`config.mk`:
```
export PLATFORM = sky130hd
export DESIGN_NAME = json_string_unescape_utf8_unit
export DESIGN_NICKNAME = d
export VERILOG_FILES = /design/src/jsu_pkg.sv /design/src/jsu_front.sv /design/src/jsu_queue.sv /design/src/jsu_back.sv /design/src/json_string_unescape_utf8_unit.sv
export SDC_FILE = /design/constraint.sdc
export NUM_CORES = 1
export LEC_CHECK = 0
export BUFFER_PORTS_ARGS = -buffer_cell sky130_fd_sc_hd__buf_2
export CAP_MARGIN = 20
export CORE_MARGIN = 8
export CORE_UTILIZATION = 40
export CTS_CLUSTER_DIAMETER = 200
export DETAILED_ROUTE_END_ITERATION = 8
export PLACE_DENSITY = 0.64
export SYNTH_ARGS = -nofsm -noshare
export SYNTH_HDL_FRONTEND = slang
export SYNTH_HIERARCHICAL = 1
export SYNTH_SLANG_ARGS = --single-unit
```
`constraint.sdc`:
```
create_clock -name i_clk -period 11.6 [get_ports i_clk]
set_clock_uncertainty 0.2 [all_clocks]
set_input_delay 1.74 -clock i_clk [delete_from_list [all_inputs] [get_ports i_clk]]
set_output_delay 1.74 -clock i_clk [all_outputs]
set_load 0.005 [all_outputs]
```
`src/jsu_pkg.sv`:
```
// Shared types, character codes and UTF-8 helpers for the JSON string unescaper.
package jsu_pkg;

    // Default number of descriptor slots between the front and back parts
    localparam int QUEUE_DEPTH_DEF = 4;

    // Character codes the decoder reacts to
    localparam logic [7:0] CH_QUOTE  = 8'h22;
    localparam logic [7:0] CH_BSLASH = 8'h5C;
    localparam logic [7:0] CH_SLASH  = 8'h2F;
    localparam logic [7:0] CH_LC_B   = 8'h62;
    localparam logic [7:0] CH_LC_F   = 8'h66;
    localparam logic [7:0] CH_LC_N   = 8'h6E;
    localparam logic [7:0] CH_LC_R   = 8'h72;
    localparam logic [7:0] CH_LC_T   = 8'h74;
    localparam logic [7:0] CH_LC_U   = 8'h75;

    // Surrogate bounds and supplementary plane offset
    localparam logic [15:0] HIGH_SUR_LO = 16'hD800;
    localparam logic [15:0] HIGH_SUR_HI = 16'hDBFF;
    localparam logic [15:0] LOW_SUR_LO  = 16'hDC00;
    localparam logic [15:0] LOW_SUR_HI  = 16'hDFFF;
    localparam logic [20:0] SUPP_BASE   = 21'h10000;

    // Result kinds
    typedef enum logic [1:0] {
        KIND_BYTE = 2'd0,
        KIND_DONE = 2'd1,
        KIND_BAD  = 2'd2
    } t_kind;

    // Decoder phases
    typedef enum logic [3:0] {
        PH_AWAIT      = 4'd0,
        PH_BODY       = 4'd1,
        PH_ESC        = 4'd2,
        PH_HEX        = 4'd3,
        PH_AFTER_HIGH = 4'd4,
        PH_HIGH_BS    = 4'd5,
        PH_PAIR_HEX   = 4'd6
    } t_phase;

    // Work for the back part: an optional UTF-8 code point, then an optional
    // single word (byte, done or bad), then an optional trailing bad word
    typedef struct packed {
        logic        utf_en;
        logic [20:0] cp;
        logic [1:0]  utf_len_m1;
        logic        mid_en;
        t_kind       mid_kind;
        logic [7:0]  mid_byte;
        logic        bad_en;
    } t_job;

    // Queue head as seen by the back part
    typedef struct packed {
        logic valid;
        t_job job;
    } t_qhead;

    // Hex digit value; bit 4 set means not a hex digit
    function automatic logic [4:0] hex_value(input logic [7:0] b);
        logic [4:0] v;
        v = 5'h10;
        if (b inside {[8'h30:8'h39]}) begin
            v = {1'b0, b[3:0]};
        end else if (b inside {[8'h41:8'h46], [8'h61:8'h66]}) begin
            v = {1'b0, b[3:0] + 4'd9};
        end
        return v;
    endfunction

    // Single-character escape; bit 8 set when the escape is one of them
    function automatic logic [8:0] esc_decode(input logic [7:0] b);
        logic [8:0] r;
        r = 9'd0;
        case (b)
            CH_QUOTE:  r = {1'b1, CH_QUOTE};
            CH_BSLASH: r = {1'b1, CH_BSLASH};
            CH_SLASH:  r = {1'b1, CH_SLASH};
            CH_LC_B:   r = {1'b1, 8'h08};
            CH_LC_F:   r = {1'b1, 8'h0C};
            CH_LC_N:   r = {1'b1, 8'h0A};
            CH_LC_R:   r = {1'b1, 8'h0D};
            CH_LC_T:   r = {1'b1, 8'h09};
            default:   r = 9'd0;
        endcase
        return r;
    endfunction

    // Encoded length minus one of a code point
    function automatic logic [1:0] utf8_len_m1(input logic [20:0] cp);
        logic [1:0] n;
        if (cp <= 21'h7F) begin
            n = 2'd0;
        end else if (cp <= 21'h7FF) begin
            n = 2'd1;
        end else if (cp <= 21'hFFFF) begin
            n = 2'd2;
        end else begin
            n = 2'd3;
        end
        return n;
    endfunction

    // Byte k of the UTF-8 encoding of cp
    function automatic logic [7:0] utf8_byte(input logic [20:0] cp,
                                             input logic [1:0]  len_m1,
                                             input logic [1:0]  k);
        logic [7:0] r;
        r = {2'b10, cp[5:0]};
        case (len_m1)
            2'd0: r = cp[7:0];
            2'd1: begin
                if (k == 2'd0) r = {3'b110, cp[10:6]};
            end
            2'd2: begin
                if (k == 2'd0)      r = {4'b1110, cp[15:12]};
                else if (k == 2'd1) r = {2'b10, cp[11:6]};
            end
            default: begin
                if (k == 2'd0)      r = {5'b11110, cp[20:18]};
                else if (k == 2'd1) r = {2'b10, cp[17:12]};
                else if (k == 2'd2) r = {2'b10, cp[11:6]};
            end
        endcase
        return r;
    endfunction

endpackage

```
`src/jsu_front.sv`:
```
// Front part: accepts raw words, runs the escape state machine, builds descriptors.
module jsu_front (
    input  logic           i_clk,
    input  logic           i_rst_n,
    input  logic           i_valid,
    input  logic [7:0]     i_in_byte,
    input  logic           i_final_byte,
    input  logic           i_full,
    output logic           o_push,
    output jsu_pkg::t_job  o_job
);

    jsu_pkg::t_phase r_phase, n_phase, s_phase;
    logic [1:0]  r_hex, n_hex, s_hex;
    logic [15:0] r_acc, n_acc, s_acc;
    logic [15:0] r_high, n_high, s_high;
    logic        s_clear;
    logic        step_open;
    logic        accept;

    logic        is_quote, is_bs, is_u;
    logic [8:0]  esc;
    logic [4:0]  hv;
    logic        hex_ok, hex_done;
    logic [15:0] acc_new;
    logic        acc_in_high, acc_in_low;
    logic [20:0] pair_cp;

    logic        utf_en, mid_en, bad_en;
    logic [20:0] cp;
    jsu_pkg::t_kind mid_kind;
    logic [7:0]  mid_byte;

    assign accept = i_valid && !i_full;

    // Classify the incoming word
    assign is_quote    = (i_in_byte == jsu_pkg::CH_QUOTE);
    assign is_bs       = (i_in_byte == jsu_pkg::CH_BSLASH);
    assign is_u        = (i_in_byte == jsu_pkg::CH_LC_U);
    assign esc         = jsu_pkg::esc_decode(i_in_byte);
    assign hv          = jsu_pkg::hex_value(i_in_byte);
    assign hex_ok      = !hv[4];
    assign hex_done    = (r_hex == 2'd3);
    assign acc_new     = {r_acc[11:0], hv[3:0]};
    assign acc_in_high = acc_new inside {[jsu_pkg::HIGH_SUR_LO:jsu_pkg::HIGH_SUR_HI]};
    assign acc_in_low  = acc_new inside {[jsu_pkg::LOW_SUR_LO:jsu_pkg::LOW_SUR_HI]};
    assign pair_cp     = 21'({r_high[9:0], acc_new[9:0]}) + jsu_pkg::SUPP_BASE;

    // Next state for one word, before the end-of-buffer check
    always_comb begin
        s_phase = r_phase;
        s_hex   = r_hex;
        s_acc   = r_acc;
        s_high  = r_high;
        s_clear = 1'b0;
        case (r_phase)
            jsu_pkg::PH_BODY: begin
                if (is_quote)   s_clear = 1'b1;
                else if (is_bs) s_phase = jsu_pkg::PH_ESC;
                else            s_phase = jsu_pkg::PH_BODY;
            end
            jsu_pkg::PH_ESC: begin
                if (esc[8]) begin
                    s_phase = jsu_pkg::PH_BODY;
                end else if (is_u) begin
                    s_phase = jsu_pkg::PH_HEX;
                    s_hex   = 2'd0;
                    s_acc   = 16'd0;
                end else begin
                    s_clear = 1'b1;
                end
            end
            jsu_pkg::PH_HEX, jsu_pkg::PH_PAIR_HEX: begin
                if (!hex_ok) begin
                    s_clear = 1'b1;
                end else begin
                    s_acc = acc_new;
                    if (hex_done) begin
                        s_hex = 2'd0;
                        if (r_phase == jsu_pkg::PH_HEX && acc_in_high) begin
                            s_high  = acc_new;
                            s_phase = jsu_pkg::PH_AFTER_HIGH;
                        end else begin
                            s_phase = jsu_pkg::PH_BODY;
                        end
                    end else begin
                        s_hex = r_hex + 2'd1;
                    end
                end
            end
            jsu_pkg::PH_AFTER_HIGH: begin
                if (is_bs)         s_phase = jsu_pkg::PH_HIGH_BS;
                else if (is_quote) s_clear = 1'b1;
                else               s_phase = jsu_pkg::PH_BODY;
            end
            jsu_pkg::PH_HIGH_BS: begin
                if (is_u) begin
                    s_phase = jsu_pkg::PH_PAIR_HEX;
                    s_hex   = 2'd0;
                    s_acc   = 16'd0;
                end else if (esc[8]) begin
                    s_phase = jsu_pkg::PH_BODY;
                end else begin
                    s_clear = 1'b1;
                end
            end
            default: begin
                if (is_quote) s_phase = jsu_pkg::PH_BODY;
                else          s_clear = 1'b1;
            end
        endcase
    end

    // Token still open after this word: end of buffer makes it malformed
    assign step_open = !s_clear && (s_phase != jsu_pkg::PH_AWAIT);

    // Drop all state when the token ends
    always_comb begin
        if (s_clear || (i_final_byte && step_open)) begin
            n_phase = jsu_pkg::PH_AWAIT;
            n_hex   = 2'd0;
            n_acc   = 16'd0;
            n_high  = 16'd0;
        end else begin
            n_phase = s_phase;
            n_hex   = s_hex;
            n_acc   = s_acc;
            n_high  = s_high;
        end
    end

    // Descriptor for the results this word causes
    always_comb begin
        utf_en   = 1'b0;
        cp       = 21'd0;
        mid_en   = 1'b0;
        mid_kind = jsu_pkg::KIND_BYTE;
        mid_byte = 8'd0;
        case (r_phase)
            jsu_pkg::PH_BODY: begin
                if (is_quote) begin
                    mid_en   = 1'b1;
                    mid_kind = jsu_pkg::KIND_DONE;
                end else if (!is_bs) begin
                    mid_en   = 1'b1;
                    mid_byte = i_in_byte;
                end
            end
            jsu_pkg::PH_ESC: begin
                if (esc[8]) begin
                    mid_en   = 1'b1;
                    mid_byte = esc[7:0];
                end else if (!is_u) begin
                    mid_en   = 1'b1;
                    mid_kind = jsu_pkg::KIND_BAD;
                end
            end
            jsu_pkg::PH_HEX, jsu_pkg::PH_PAIR_HEX: begin
                if (!hex_ok) begin
                    mid_en   = 1'b1;
                    mid_kind = jsu_pkg::KIND_BAD;
                end else if (hex_done) begin
                    if (r_phase == jsu_pkg::PH_PAIR_HEX) begin
                        utf_en = 1'b1;
                        cp     = acc_in_low ? pair_cp : {5'd0, r_high};
                    end else if (!acc_in_high) begin
                        utf_en = 1'b1;
                        cp     = {5'd0, acc_new};
                    end
                end
            end
            jsu_pkg::PH_AFTER_HIGH: begin
                if (!is_bs) begin
                    utf_en = 1'b1;
                    cp     = {5'd0, r_high};
                    mid_en = 1'b1;
                    if (is_quote) mid_kind = jsu_pkg::KIND_DONE;
                    else          mid_byte = i_in_byte;
                end
            end
            jsu_pkg::PH_HIGH_BS: begin
                if (!is_u) begin
                    utf_en = 1'b1;
                    cp     = {5'd0, r_high};
                    mid_en = 1'b1;
                    if (esc[8]) mid_byte = esc[7:0];
                    else        mid_kind = jsu_pkg::KIND_BAD;
                end
            end
            default: begin
                if (!is_quote) begin
                    mid_en   = 1'b1;
                    mid_kind = jsu_pkg::KIND_BAD;
                end
            end
        endcase
        // End of buffer: flush a held high surrogate, then report malformed
        bad_en = i_final_byte && step_open;
        if (bad_en && (s_phase == jsu_pkg::PH_AFTER_HIGH || s_phase == jsu_pkg::PH_HIGH_BS))
        begin
            utf_en = 1'b1;
            cp     = {5'd0, s_high};
        end
    end

    assign o_job.utf_en     = utf_en;
    assign o_job.cp         = cp;
    assign o_job.utf_len_m1 = jsu_pkg::utf8_len_m1(cp);
    assign o_job.mid_en     = mid_en;
    assign o_job.mid_kind   = mid_kind;
    assign o_job.mid_byte   = mid_byte;
    assign o_job.bad_en     = bad_en;
    assign o_push           = accept && (utf_en || mid_en || bad_en);

    // Advance the decoder on each accepted word
    always_ff @(posedge i_clk) begin
        if (!i_rst_n) begin
            r_phase <= jsu_pkg::PH_AWAIT;
            r_hex   <= 2'd0;
            r_acc   <= 16'd0;
            r_high  <= 16'd0;
        end else if (accept) begin
            r_phase <= n_phase;
            r_hex   <= n_hex;
            r_acc   <= n_acc;
            r_high  <= n_high;
        end
    end

endmodule

```
`src/jsu_queue.sv`:
```
// Descriptor queue between the front and back parts.
module jsu_queue #(
    parameter int DEPTH = jsu_pkg::QUEUE_DEPTH_DEF
) (
    input  logic            i_clk,
    input  logic            i_rst_n,
    input  logic            i_push,
    input  jsu_pkg::t_job   i_job,
    input  logic            i_pop,
    output logic            o_full,
    output jsu_pkg::t_qhead o_head
);

    localparam int PTR_W = (DEPTH > 1) ? $clog2(DEPTH) : 1;
    localparam int CNT_W = $clog2(DEPTH + 1);

    jsu_pkg::t_job r_mem [DEPTH];
    logic [PTR_W-1:0] r_wr_ptr, n_wr_ptr;
    logic [PTR_W-1:0] r_rd_ptr, n_rd_ptr;
    logic [CNT_W-1:0] r_count, n_count;

    // Advance pointers with wrap at the depth
    always_comb begin
        n_wr_ptr = r_wr_ptr;
        n_rd_ptr = r_rd_ptr;
        n_count  = r_count;
        if (i_push) begin
            n_wr_ptr = (r_wr_ptr == PTR_W'(DEPTH - 1)) ? '0 : r_wr_ptr + 1'b1;
        end
        if (i_pop) begin
            n_rd_ptr = (r_rd_ptr == PTR_W'(DEPTH - 1)) ? '0 : r_rd_ptr + 1'b1;
        end
        if (i_push && !i_pop)      n_count = r_count + 1'b1;
        else if (!i_push && i_pop) n_count = r_count - 1'b1;
    end

    always_ff @(posedge i_clk) begin
        if (!i_rst_n) begin
            r_wr_ptr <= '0;
            r_rd_ptr <= '0;
            r_count  <= '0;
        end else begin
            r_wr_ptr <= n_wr_ptr;
            r_rd_ptr <= n_rd_ptr;
            r_count  <= n_count;
        end
    end

    // Store descriptors
    always_ff @(posedge i_clk) begin
        if (i_push) r_mem[r_wr_ptr] <= i_job;
    end

    assign o_full       = (r_count == CNT_W'(DEPTH));
    assign o_head.valid = (r_count != '0);
    assign o_head.job   = r_mem[r_rd_ptr];

    a_no_overflow: assert property (@(posedge i_clk) disable iff (!i_rst_n)
        i_push |-> !o_full)
        else $error("descriptor pushed into a full queue");

    a_no_underflow: assert property (@(posedge i_clk) disable iff (!i_rst_n)
        i_pop |-> (r_count != '0))
        else $error("descriptor popped from an empty queue");

    a_count_bound: assert property (@(posedge i_clk) disable iff (!i_rst_n)
        r_count <= CNT_W'(DEPTH))
        else $error("queue count beyond depth");

endmodule

```
`src/jsu_back.sv`:
```
// Back part: expands each descriptor into result words, one per cycle while the output is not stalled.
module jsu_back (
    input  logic            i_clk,
    input  logic            i_rst_n,
    input  jsu_pkg::t_qhead i_head,
    output logic            o_pop,
    input  logic            i_stall,
    output logic            o_valid,
    output logic [1:0]      o_kind,
    output logic [7:0]      o_out_byte,
    output logic            o_run_end
);

    logic [2:0]     r_pos, n_pos;
    logic           r_o_valid;
    jsu_pkg::t_kind r_kind;
    logic [7:0]     r_byte;
    logic           r_run_end;

    logic [2:0]     utf_cnt, total;
    logic           is_last, load;
    jsu_pkg::t_kind sel_kind;
    logic [7:0]     sel_byte;

    // Count the words of the head descriptor
    assign utf_cnt = i_head.job.utf_en ? ({1'b0, i_head.job.utf_len_m1} + 3'd1) : 3'd0;
    assign total   = utf_cnt + {2'd0, i_head.job.mid_en} + {2'd0, i_head.job.bad_en};
    assign is_last = (r_pos == total - 3'd1);
    assign load    = i_head.valid && (!r_o_valid || !i_stall);
    assign o_pop   = load && is_last;

    // Pick the word at the current position
    always_comb begin
        if (r_pos < utf_cnt) begin
            sel_kind = jsu_pkg::KIND_BYTE;
            sel_byte = jsu_pkg::utf8_byte(i_head.job.cp, i_head.job.utf_len_m1, r_pos[1:0]);
        end else if (r_pos == utf_cnt && i_head.job.mid_en) begin
            sel_kind = i_head.job.mid_kind;
            sel_byte = i_head.job.mid_byte;
        end else begin
            sel_kind = jsu_pkg::KIND_BAD;
            sel_byte = 8'd0;
        end
    end

    assign n_pos = is_last ? 3'd0 : r_pos + 3'd1;

    // Hold the output word while stalled, advance otherwise
    always_ff @(posedge i_clk) begin
        if (!i_rst_n) begin
            r_pos     <= 3'd0;
            r_o_valid <= 1'b0;
        end else begin
            if (load) begin
                r_pos     <= n_pos;
                r_o_valid <= 1'b1;
            end else if (!i_stall) begin
                r_o_valid <= 1'b0;
            end
        end
    end

    always_ff @(posedge i_clk) begin
        if (load) begin
            r_kind    <= sel_kind;
            r_byte    <= sel_byte;
            r_run_end <= is_last;
        end
    end

    assign o_valid    = r_o_valid;
    assign o_kind     = r_kind;
    assign o_out_byte = r_byte;
    assign o_run_end  = r_run_end;

    a_head_held: assert property (@(posedge i_clk) disable iff (!i_rst_n)
        (r_pos != 3'd0) |-> i_head.valid)
        else $error("descriptor left the queue before all its words went out");

    a_pos_bound: assert property (@(posedge i_clk) disable iff (!i_rst_n)
        r_pos <= 3'd4)
        else $error("word position beyond the longest descriptor");

    a_done_is_last: assert property (@(posedge i_clk) disable iff (!i_rst_n)
        (r_o_valid && r_kind == jsu_pkg::KIND_DONE) |-> r_run_end)
        else $error("string complete not marked as the last word of its run");

    a_status_zero: assert property (@(posedge i_clk) disable iff (!i_rst_n)
        (r_o_valid && r_kind != jsu_pkg::KIND_BYTE) |-> (r_byte == 8'd0))
        else $error("status word carries a nonzero byte");

endmodule

```
`src/json_string_unescape_utf8_unit.sv`:
```
// JSON string unescaper top level: front decoder, descriptor queue, result sequencer.
//
// Input channel: i_valid / o_stall carry one raw word of a JSON string token,
// i_in_byte, with i_final_byte set on the last word of the buffer. The first
// word of a token is its opening quote.
// Output channel: o_valid / i_stall carry one result word: o_kind (decoded
// byte, string complete, malformed input), o_out_byte, and o_run_end set on
// the last result caused by one input word. Some input words cause none.
// The first result of an input word is registered in the descriptor queue and
// then in the output register before it is valid at the output. Throughput:
// one input word per cycle while each causes at most one result and the
// receiver does not stall; a word that causes N results (up to 5, e.g. a held
// high surrogate, a plain byte and the end of the buffer) holds the output
// sequencer until all N have gone out, and the descriptor queue of QUEUE_DEPTH
// entries lets the decoder run ahead meanwhile.
// o_stall rises only when the descriptor queue is full.
// Reset (synchronous, i_rst_n low) returns the decoder to waiting for an
// opening quote and empties the queue and output register.
// While the receiver stalls, the output word holds and the queue fills.
module json_string_unescape_utf8_unit #(
    parameter int QUEUE_DEPTH = jsu_pkg::QUEUE_DEPTH_DEF
) (
    input  logic       i_clk,
    input  logic       i_rst_n,
    input  logic       i_valid,
    output logic       o_stall,
    input  logic [7:0] i_in_byte,
    input  logic       i_final_byte,
    output logic       o_valid,
    input  logic       i_stall,
    output logic [1:0] o_kind,
    output logic [7:0] o_out_byte,
    output logic       o_run_end
);

    logic            push, pop, full;
    jsu_pkg::t_job   job;
    jsu_pkg::t_qhead head;

    assign o_stall = full;

    jsu_front u_front (
        .i_clk        (i_clk),
        .i_rst_n      (i_rst_n),
        .i_valid      (i_valid),
        .i_in_byte    (i_in_byte),
        .i_final_byte (i_final_byte),
        .i_full       (full),
        .o_push       (push),
        .o_job        (job)
    );

    jsu_queue #(
        .DEPTH (QUEUE_DEPTH)
    ) u_queue (
        .i_clk   (i_clk),
        .i_rst_n (i_rst_n),
        .i_push  (push),
        .i_job   (job),
        .i_pop   (pop),
        .o_full  (full),
        .o_head  (head)
    );

    jsu_back u_back (
        .i_clk      (i_clk),
        .i_rst_n    (i_rst_n),
        .i_head     (head),
        .o_pop      (pop),
        .i_stall    (i_stall),
        .o_valid    (o_valid),
        .o_kind     (o_kind),
        .o_out_byte (o_out_byte),
        .o_run_end  (o_run_end)
    );

endmodule
```
==> results of run 1 <==
path summary, 6_finish.rpt:
path,startpoint,endpoint,slack (ns)
setup / recovery,i_in_byte[1],u_queue/r_count[2]$_SDFFE_PN0P_,5.90
setup reg to reg,register,u_queue/r_count[2]$_SDFFE_PN0P_,6.55
hold / removal,u_front/r_hex[1]$_SDFFE_PN0P_,u_front/r_hex[1]$_SDFFE_PN0P_,0.26
hold reg to reg,u_front/r_hex[1]$_SDFFE_PN0P_,u_front/r_hex[1]$_SDFFE_PN0P_,0.26
cell families (layout without fill, tap and decap cells):
family	Yosys count	count (layout)	synth area share (%)
DFF	202	202	53.3
buffers and inverters	71	91	3.92
xor gates and xnor gates	15	15	1.25
muxes	71	71	11.5
and+or+nand+nor	255	255	13.9
adders and majority gates	29	29	3.60
AOI/OAI and AO/OA	168	168	12.5
worst register-to-register path, cell delays in order (launching register included):
cell and delay [ns]:
dfxtp_2 0.31, buf_4 0.55, mux4_2 0.68, inv_1 0.13, nand2_1 0.08, ha_1 0.27, inv_1 0.05, ha_1 0.13
inv_1 0.05, fa_1 0.37, xor2_1 0.17, a21boi_0 0.35, nor3_1 0.18, inv_1 0.19, ha_1 0.21, inv_1 0.06
fa_1 0.37, xor2_1 0.15, or3_1 0.29, a21boi_0 0.16
per-layer routing:
layer | wire length [um] | track usage, % | up-vias | part of all wire (%)
li1 | - | - | 3142 | -
met1 | 11200 | 21.5 | 3271 | 48
met2 | 10700 | 23.1 | 179 | 45
met3 | 1100 | 2.28 | 44 | 4.7
met4 | 506 | 4.27 | 0 | 2.2
met5 | 0 | 0 | - | 0
layout by cell type, fill, tap and decap left out, types with 11 or more instances in the layout:
cell type and n:
nand2b_1 11, dfxtp_1 46, nor3_1 11, clkbuf_16 24, mux2i_1 20, and3_1 12, edfxtp_1 155, inv_1 24
nand3_1 16, mux2_2 13, nor2b_1 27, nor2_1 44, buf_2 25, ha_1 27, nand2_1 61, a21oi_1 19
o21ai_0 23, mux4_2 30
layout make-up:
type	instances	area [um2]	area share, %
clock buffers	28	617	5.36
clock inverters	12	148	1.28
inverters	24	90.1	0.783
multi-input cells	538	4490	39.0
flip-flops and latches	202	5600	48.7
well taps	335	419	3.64
repair buffers	27	140	1.22
state kept, by name, indices dropped and copies added (netlist names), 2 cells and up, named ones only:
signal	cells
u_front/r_acc	12
u_front/r_phase	4
u_queue/r_count	3
u_queue/r_mem	144
u_back/o_kind	2
u_queue/r_rd_ptr	2
u_front/r_high	16
u_front/r_hex	2
u_queue/r_wr_ptr	2
u_back/r_pos	3
u_back/o_out_byte	8
power groups by stage:
stage	logic [mW]	clock network [mW]	registers, mW
CTS	0.606	0.734	0.904
floorplan	0.468	0	0.915
detailed placement	0.603	0	0.919
global route	0.663	0.762	0.912
finish	0.600	0.718	0.903
global placement	0.598	0	0.917
per-stage QoR:
stage | hold slack, ns | setup WS (ns) | cells | util, % | cell area [um2]
after detailed placement | 0.251 | 5.41 | 1126 | 41.4 | 10700
final | 0.259 | 5.90 | 1166 | 44.4 | 11500
after CTS | 0.260 | 5.95 | 1166 | 44.4 | 11500
after floorplan | 0.234 | 6.36 | 811 | - | 10500
after global routing | 0.301 | 5.63 | 1166 | 44.4 | 11500
after global placement | 0.247 | 5.52 | 1126 | 41.4 | 10700
==> metrics.txt, run 1 <==
vias per inst roughly 5.7; Die Span Y 178 um; Final nets ~860; Die ar. about 32000 um2; delay-heaviest family, CP compound AO/OA/AOI/OAI gates; crit-path max FO 12; switching share of power 29.4%; hpwl dp between 15000 and 20000 um; Syn Inst Count around 810; hold_buf cts 0; status finished clean; Detail Route Antenna Nets 0; clock sinks a little over 200; cell depth of the worst setup path 16; Final Slew Violations 0; post-synthesis cell area 10500 um2; routability cong. approximately 0.9; Clk pwr share 32.3%; Slew @ Worst Pin around 1.1 ns; number of port buffers 25; syn_area_per_cell 12.9 um2; Yosys top cell by area edfxtp_1; Site Rows between 50 and 60; CTS root buf clkbuf_16; drt total wl between 20000 and 25000 um; I/O Pins 26; CP Data Arrival Time between 5 and 6 ns; Final TNS setup 0 ns; WP data required 11.82 ns; fin crit share 49.1%; vias around 6600; Residual DRC 0; Switch Pwr roughly 0.65 mW; grt total ovfl 0; Pint about 1.6 mW; fmax 176 MHz; Slowest-stage cell, CP a2111oi_4; Max Root-Sink Buffers 3; detailed router's first-iteration violation count approximately 810; slew margin rel. between 20 and 30%; Clock Pin Slew Worst Setup and Hold Paths around 0.06 ns; Hold Path Class register to register; FFs w/ async S/R, synth 0%; setup violators final 0; count leader, synth edfxtp_1; LEAKAGE roughly 3.9 nW; RSZ-0062 raised after global routing no; Post-synth top flop edfxtp_1; number of synthesized flops with an enable pin around 160; n_diodes 0; Synthesized Nets between 800 and 900; WHS Path Cells 2; MaxCap Viol Count 0; critical path class primary input to register; die span in x 178 um; layout cells sized above 1 about 18%; pwr dens around 190 nW/um2; Layout fillers 2337; top cell type's share of synthesized area about 44%; yosys warns 6; first-pass GRT wire length approximately 37000 um; CP max stage delay approximately 0.57 ns; Hold Fails Final Rpt 0; starting density of the core 40.5%; #FFs+latches synth slightly above 200; Crit. End Element register; H-tree Lvls 1; ranking of synthesized cells by area edfxtp_1 44%, dfxtp_1 9.0%, mux4_2 6.4%, ha_1 3.2%, nand2_1 2.2%; Startpoint Class primary input; core footprint ~26000 um2; Pre-antenna DRT Iters 5; Final Critical Period 5.70 ns; Post-CTS Setup Bufs 0; post-CTS sizing 0; CTS tree done; Synth top cells by count 155 x edfxtp_1, 61 x nand2_1, 47 x dfxtp_1, 44 x nor2_1, 30 x mux4_2; initial antenna violation count 0; Reg power frac 40.7%; largest net degree at the start of global routing slightly above 40; CTS Buf Count 22; Critical path buffers and inverters 3; Total GRT Usage between 10% and 20%; routed wire length per instance 20.1 um; Worst-Skew Late Latency roughly 0.5 ns; Seq/Total Area, Yosys a little over half; number of library cell types mapped by synthesis 99; combinational power share 27.0%; Design Power around 2.2 mW; Area Overhead vs Synth 9.61%; peak supply drop around 0.00014 V; worst-case reg-to-reg path depth 19; Critical Path, Cell by Cell buf_2, inv_1, ha_1, o21bai_4, a2111oi_4, a211o_1, o21ai_1, nor4b_4, nor4b_1, nor2_1, ha_1, inv_1, fa_1, xor2_1, or3_1, a21boi_0; vias in the first global route 6422
Power figures use the tool's default switching activity.
==> run 2, diff against run 1 <==
Settings changed: PLACE_DENSITY 0.64 to 0.66.
Clock period 11.6 ns to 5.1 ns, I/O delays scaled along.
==> metrics.txt, run 2 (synthesis results as in run 1) <==
max reg flops 144 (unchanged); WP data required 5.32 ns (-6.50 ns); Final WS setup 0.603 ns (-5.30 ns); fin crit share 88.2%; Final Critical Period around 4.5 ns; Hold Fails Final Rpt 0 (unchanged); number of port buffers 25 (unchanged); fin cells 1175 (+0.77%); status finished clean; Worst-Skew Late Latency 0.50 ns (about the same); CTS root buf clkbuf_16; delay-heaviest family, CP adder cells; starting density of the core 40.5% (unchanged); biggest regs u_queue/r_mem (144), u_front/r_high (16), u_front/r_acc (12); CP Data Arrival Time 4.72 ns (-1.20 ns); vias in the first global route 6416 (-0.093%); slew margin rel. 28.1% (+1.3 points); clock sinks 202 (unchanged); Detail Route Antenna Nets 0 (unchanged); first-pass GRT wire length 36500 um (-2.4%); Area Overhead vs Synth 9.78%; setup violators final 0 (unchanged); Most flops, register u_queue/r_mem; crit-path max FO 10 (-2); layout cells sized above 1 18.0% (+0.43 points); commonest non-fill, non-tap cells in the layout 155 x edfxtp_1, 61 x nand2_1, 46 x dfxtp_1, 44 x nor2_1, 30 x mux4_2; Final TNS setup 0 ns (unchanged); critical path class register to register; Critical Path, Cell by Cell mux4_2, inv_1, nand2_1, ha_1, inv_1, ha_1, inv_1, fa_1, xor2_1, a21boi_0, nor3_1, inv_1, ha_1, inv_1, fa_1, xor2_1, or3_1, a21boi_0; peak supply drop 0.000379 V (+170%); I/O Pins 26 (unchanged); Final Slew Violations 0 (unchanged); Final nets 865 (+0.93%); Post-DP Area 10800 um2 (+0.56%); grt total ovfl 0 (unchanged); RSZ-0062 raised after global routing no; die span in x 178 um (unchanged); Clock Pin Slew Worst Setup and Hold Paths 0.06 ns (about the same); Die ar. 31700 um2 (unchanged); most common cell type on the critical path inv_1; LEAKAGE 3.90 nW (+0.59%); detailed router's first-iteration violation count 720 (-11%); drt total wl 23400 um (-0.32%); Site Rows 59 (unchanged); routability cong. 0.914 (+1.1%); most common cell after layout, fill and taps aside edfxtp_1; Pre-antenna DRT Iters 5 (unchanged); core footprint 25900 um2 (unchanged); hold_buf cts 0 (unchanged); H-tree Lvls 1 (unchanged); Die Span Y 178 um (unchanged); Total GRT Usage 14.6% (-0.40 points); final instance area 11500 um2 (+0.15%); largest net degree at the start of global routing 41 (unchanged); MaxCap Viol Count 0 (unchanged); vias 6697 (+0.92%); Critical path buffers and inverters 5 (+2); Slew @ Worst Pin 1.08 ns (-0.0191 ns); fmax 222 MHz; CP max stage delay 0.60 ns (+0.03 ns); Residual DRC 0 (unchanged); pwr dens 435 nW/um2 (+130%); Crit. End Element register; CTS tree done; Hold Path Class register to register; Max Root-Sink Buffers 3 (unchanged); post-CTS sizing 0 (unchanged); Layout fillers 2308 (-1.2%); Post-CTS Setup Bufs 0 (unchanged); vias per inst 5.70 (+0.15%); Startpoint Class register; initial antenna violation count 1 (+1); CTS Buf Count 22 (unchanged); pre-CTS setup slack 0.491 ns (-4.92 ns); Slowest-stage cell, CP mux4_2; cell count after placement 1134 (+0.71%); routed wire length per instance 19.9 um (-1.1%); hpwl dp 16200 um (+0.41%)
==> run 2: layout make-up <==
class | instances | area [um2] | share of cell area (%)
flip-flops and latches | 202 | 5600 | 48.6
multi-input cells | 538 | 4490 | 39.0
clock buffers | 30 | 612 | 5.31
well taps | 335 | 419 | 3.64
repair buffers | 35 | 200 | 1.74
clock inverters | 10 | 108 | 0.934
inverters | 24 | 90.1 | 0.782
diodes | 1 | 2.50 | 0.0217
==> run 2: path summary, 6_finish.rpt <==
path                                                     from                              end  slack, ns  cells after the start
worst max-delay path                                 register  u_queue/r_count[2]$_SDFFE_PN0P_       0.60                     18
worst min-delay path            u_front/r_hex[1]$_SDFFE_PN0P_    u_front/r_hex[1]$_SDFFE_PN0P_       0.26                      2
worst max register to register                       register  u_queue/r_count[2]$_SDFFE_PN0P_       0.60                     18
worst min register to register  u_front/r_hex[1]$_SDFFE_PN0P_    u_front/r_hex[1]$_SDFFE_PN0P_       0.26                      2
==> run 2: worst min-delay path, cell delays in order (launching register included) <==
cell and delay [ns]:
dfxtp_1 0.31, nand2_1 0.05, a21boi_1 0.05
==> run 2: metrics by stage <==
| stage | hold slack, ns | util (%) | power (mW) |
|---|---|---|---|
| floorplan | 0.234 | - | 3.15 |
| global placement | 0.245 | 41.7 | 3.47 |
| detailed placement | 0.255 | 41.7 | 3.48 |
| CTS | 0.263 | 44.4 | 5.05 |
| global route | 0.299 | 44.4 | 5.25 |
| finish | 0.257 | 44.5 | 5.01 |
==> run 2: routing by layer <==
metal,wire (um),track usage (%),vias up
li1,-,-,3159
met1,10700,20.4,3305
met2,10900,23.2,192
met3,1120,2.09,41
met4,649,4.27,0
met5,0,0,-
==> run 2: power breakdown <==
part | internal [mW] | total, mW | switching, mW | leakage, nW
Combinational | 0.576 | 1.38 | 0.803 | 1.75
Clock | 0.945 | 1.56 | 0.620 | 0.351
Sequential | 1.99 | 2.06 | 0.0694 | 1.80
Total | 3.52 | 5.01 | 1.49 | 3.90
==> run 3, diff against run 2 <==
Settings changed: CORE_ASPECT_RATIO from default to 0.9.
==> metrics.txt, run 3 (synthesis results as in run 1) <==
status finished clean; core footprint 25900 um2 (about the same); highest routed layer met4; pwr dens 420 nW/um2 (-3.3%); Core Util, Final 44.1% (-0.33 points); Hold Path Class register to register; CP max stage delay 0.60 ns (about the same); LEAKAGE 3.86 nW (-1.1%); fmax 223 MHz (about the same); n_diodes 0 (-1); fin crit share 88.1% (about the same); Critical path buffers and inverters 5 (unchanged); detailed router's first-iteration violation count 529 (-27%); Final Slew Violations 0 (unchanged); routed wire length per instance 19.5 um (-2.1%); Clock Pin Slew Worst Setup and Hold Paths 0.06 ns (about the same); slew margin rel. 33.9% (+5.8 points); critical path class register to register; Final Critical Period 4.49 ns (-0.00425 ns); CP Data Arrival Time 4.71 ns (about the same); Detail Route Antenna Nets 0 (unchanged); most common cell after layout, fill and taps aside edfxtp_1; biggest regs u_queue/r_mem (144), u_front/r_high (16), u_front/r_acc (12); met2 wire length 10200 um (-6.5%); WHS Path Cells 2 (unchanged); Most flops, register u_queue/r_mem; Die ar. 31700 um2 (about the same); cell depth of the worst setup path 18 (unchanged); Pre-antenna DRT Iters 5 (unchanged); Residual DRC 0 (unchanged); wl on met1 11100 um (+3.7%); layout cells sized above 1 18.2% (+0.16 points); Final TNS setup 0 ns (unchanged); cell count after placement 1148 (+1.2%); Worst-Skew Late Latency 0.49 ns (about the same); peak supply drop 0.000214 V (-44%); delay-heaviest family, CP adder cells; CTS Buf Count 21 (-4.5%); I/O Pins 26 (unchanged); number of port buffers 25 (unchanged); Startpoint Class register; most common cell type on the critical path inv_1; CTS tree done; Crit. End Element register; grt total ovfl 0 (unchanged); post-CTS sizing 0 (unchanged); Hold Fails Final Rpt 0 (unchanged); Die Span Y 170 um (-4.7%); worst-case reg-to-reg path depth 18 (unchanged); H-tree Lvls 1 (unchanged); Max Root-Sink Buffers 3 (unchanged); largest net degree at the start of global routing 41 (unchanged); Final nets 865 (unchanged); Slowest-stage cell, CP mux4_2; die span in x 187 um (+4.9%); Design Power 4.81 mW (-4.0%); crit-path max FO 9 (-1); vias 6686 (-0.16%); vias per inst 5.64 (-1.0%); first-pass GRT wire length 37000 um (+1.5%); commonest non-fill, non-tap cells in the layout 155 x edfxtp_1, 61 x nand2_1, 46 x dfxtp_1, 44 x nor2_1, 30 x mux4_2; routability cong. 0.896 (-2.0%); max reg flops 144 (unchanged); hpwl dp 16200 um (-0.13%); RSZ-0062 raised after global routing no; fin cells 1185 (+0.85%); MaxCap Viol Count 0 (unchanged); Slew @ Worst Pin 0.992 ns (-0.0851 ns); initial antenna violation count 0 (-1); clock sinks 202 (unchanged); Critical Path, Cell by Cell mux4_2, inv_1, nand2_1, ha_1, inv_1, ha_1, inv_1, fa_1, xor2_1, a21boi_0, nor3_1, inv_1, ha_1, inv_1, fa_1, xor2_1, or3_1, a21boi_0; met3 wire len 1150 um (+2.9%); CTS root buf clkbuf_16; drt total wl 23100 um (-1.2%); Area Overhead vs Synth 9.03%; Total GRT Usage 14.4% (-0.17 points); hold_buf cts 0 (unchanged); vias in the first global route 6525 (+1.7%); setup violators final 0 (unchanged); starting density of the core 40.5% (about the same); WP data required 5.31 ns (about the same); Site Rows 56 (-5.1%); Post-CTS Setup Bufs 0 (unchanged)
[run 3: cell types whose count changed in the layout (fill, tap and decap cells not counted), sizes merged]
| cell | before | now |
|---|---|---|
| diode | 1 | 0 |
| clkinvlp | 0 | 2 |
| clkbuf | 30 | 24 |
| bufinv | 2 | 0 |
| clkinv | 7 | 10 |
| buf | 35 | 36 |
[run 3: final timing paths]
check	endpoint	slack, ns	startpoint
max reg2reg	u_queue/r_count[2]$_SDFFE_PN0P_	0.61	register
min	u_front/r_hex[1]$_SDFFE_PN0P_	0.26	u_front/r_hex[1]$_SDFFE_PN0P_
min reg2reg	u_front/r_hex[1]$_SDFFE_PN0P_	0.26	u_front/r_hex[1]$_SDFFE_PN0P_
max	u_queue/r_count[2]$_SDFFE_PN0P_	0.61	register
[run 3: layer usage]
metal / global-route usage [%] / up-vias
met3: 2.38 / 38
li1: - / 3144
met2: 21.6 / 190
met1: 21.2 / 3314
met5: 0 / -
met4: 4.28 / 0
[run 3: power breakdown]
| group | internal, mW | switching (mW) | total [mW] | leakage [nW] |
|---|---|---|---|---|
| clock network | 0.771 | 0.603 | 1.37 | 0.303 |
| logic | 0.572 | 0.797 | 1.37 | 1.75 |
| registers | 2.00 | 0.0678 | 2.06 | 1.80 |
| total | 3.34 | 1.47 | 4.81 | 3.86 |
[run 3: final cells by class]
class / instances / area, um2
clock inverter: 13 / 72.6
fill: 2358 / 14500
inverter: 24 / 90.1
multi-input combinational: 538 / 4490
sequential: 202 / 5600
tap: 348 / 435
clock buffer: 24 / 547
timing repair buffer: 36 / 208
[run 3: metrics by stage]
| step | area [um2] | setup WS (ns) | hold WS (ns) |
|---|---|---|---|
| finish | 11400 | 0.608 | 0.259 |
| global route | 11400 | 0.288 | 0.311 |
| CTS | 11400 | 0.588 | 0.263 |
| detailed placement | 10800 | 0.388 | 0.254 |
| global placement | 10800 | 0.563 | 0.246 |
| floorplan | 10500 | 0.825 | 0.234 |
[run 3: worst register-to-register path, stage by stage (launching register included)]
cell      delay (ns)
dfxtp_2         0.49
mux4_2          0.60
inv_1           0.13
nand2_1         0.08
ha_1            0.28
inv_1           0.05
ha_1            0.13
inv_1           0.05
fa_1            0.37
xor2_1          0.17
a21boi_0        0.35
nor3_1          0.16
inv_1           0.11
ha_1            0.18
inv_1           0.07
fa_1            0.38
xor2_1          0.16
or3_1           0.30
a21boi_0        0.17
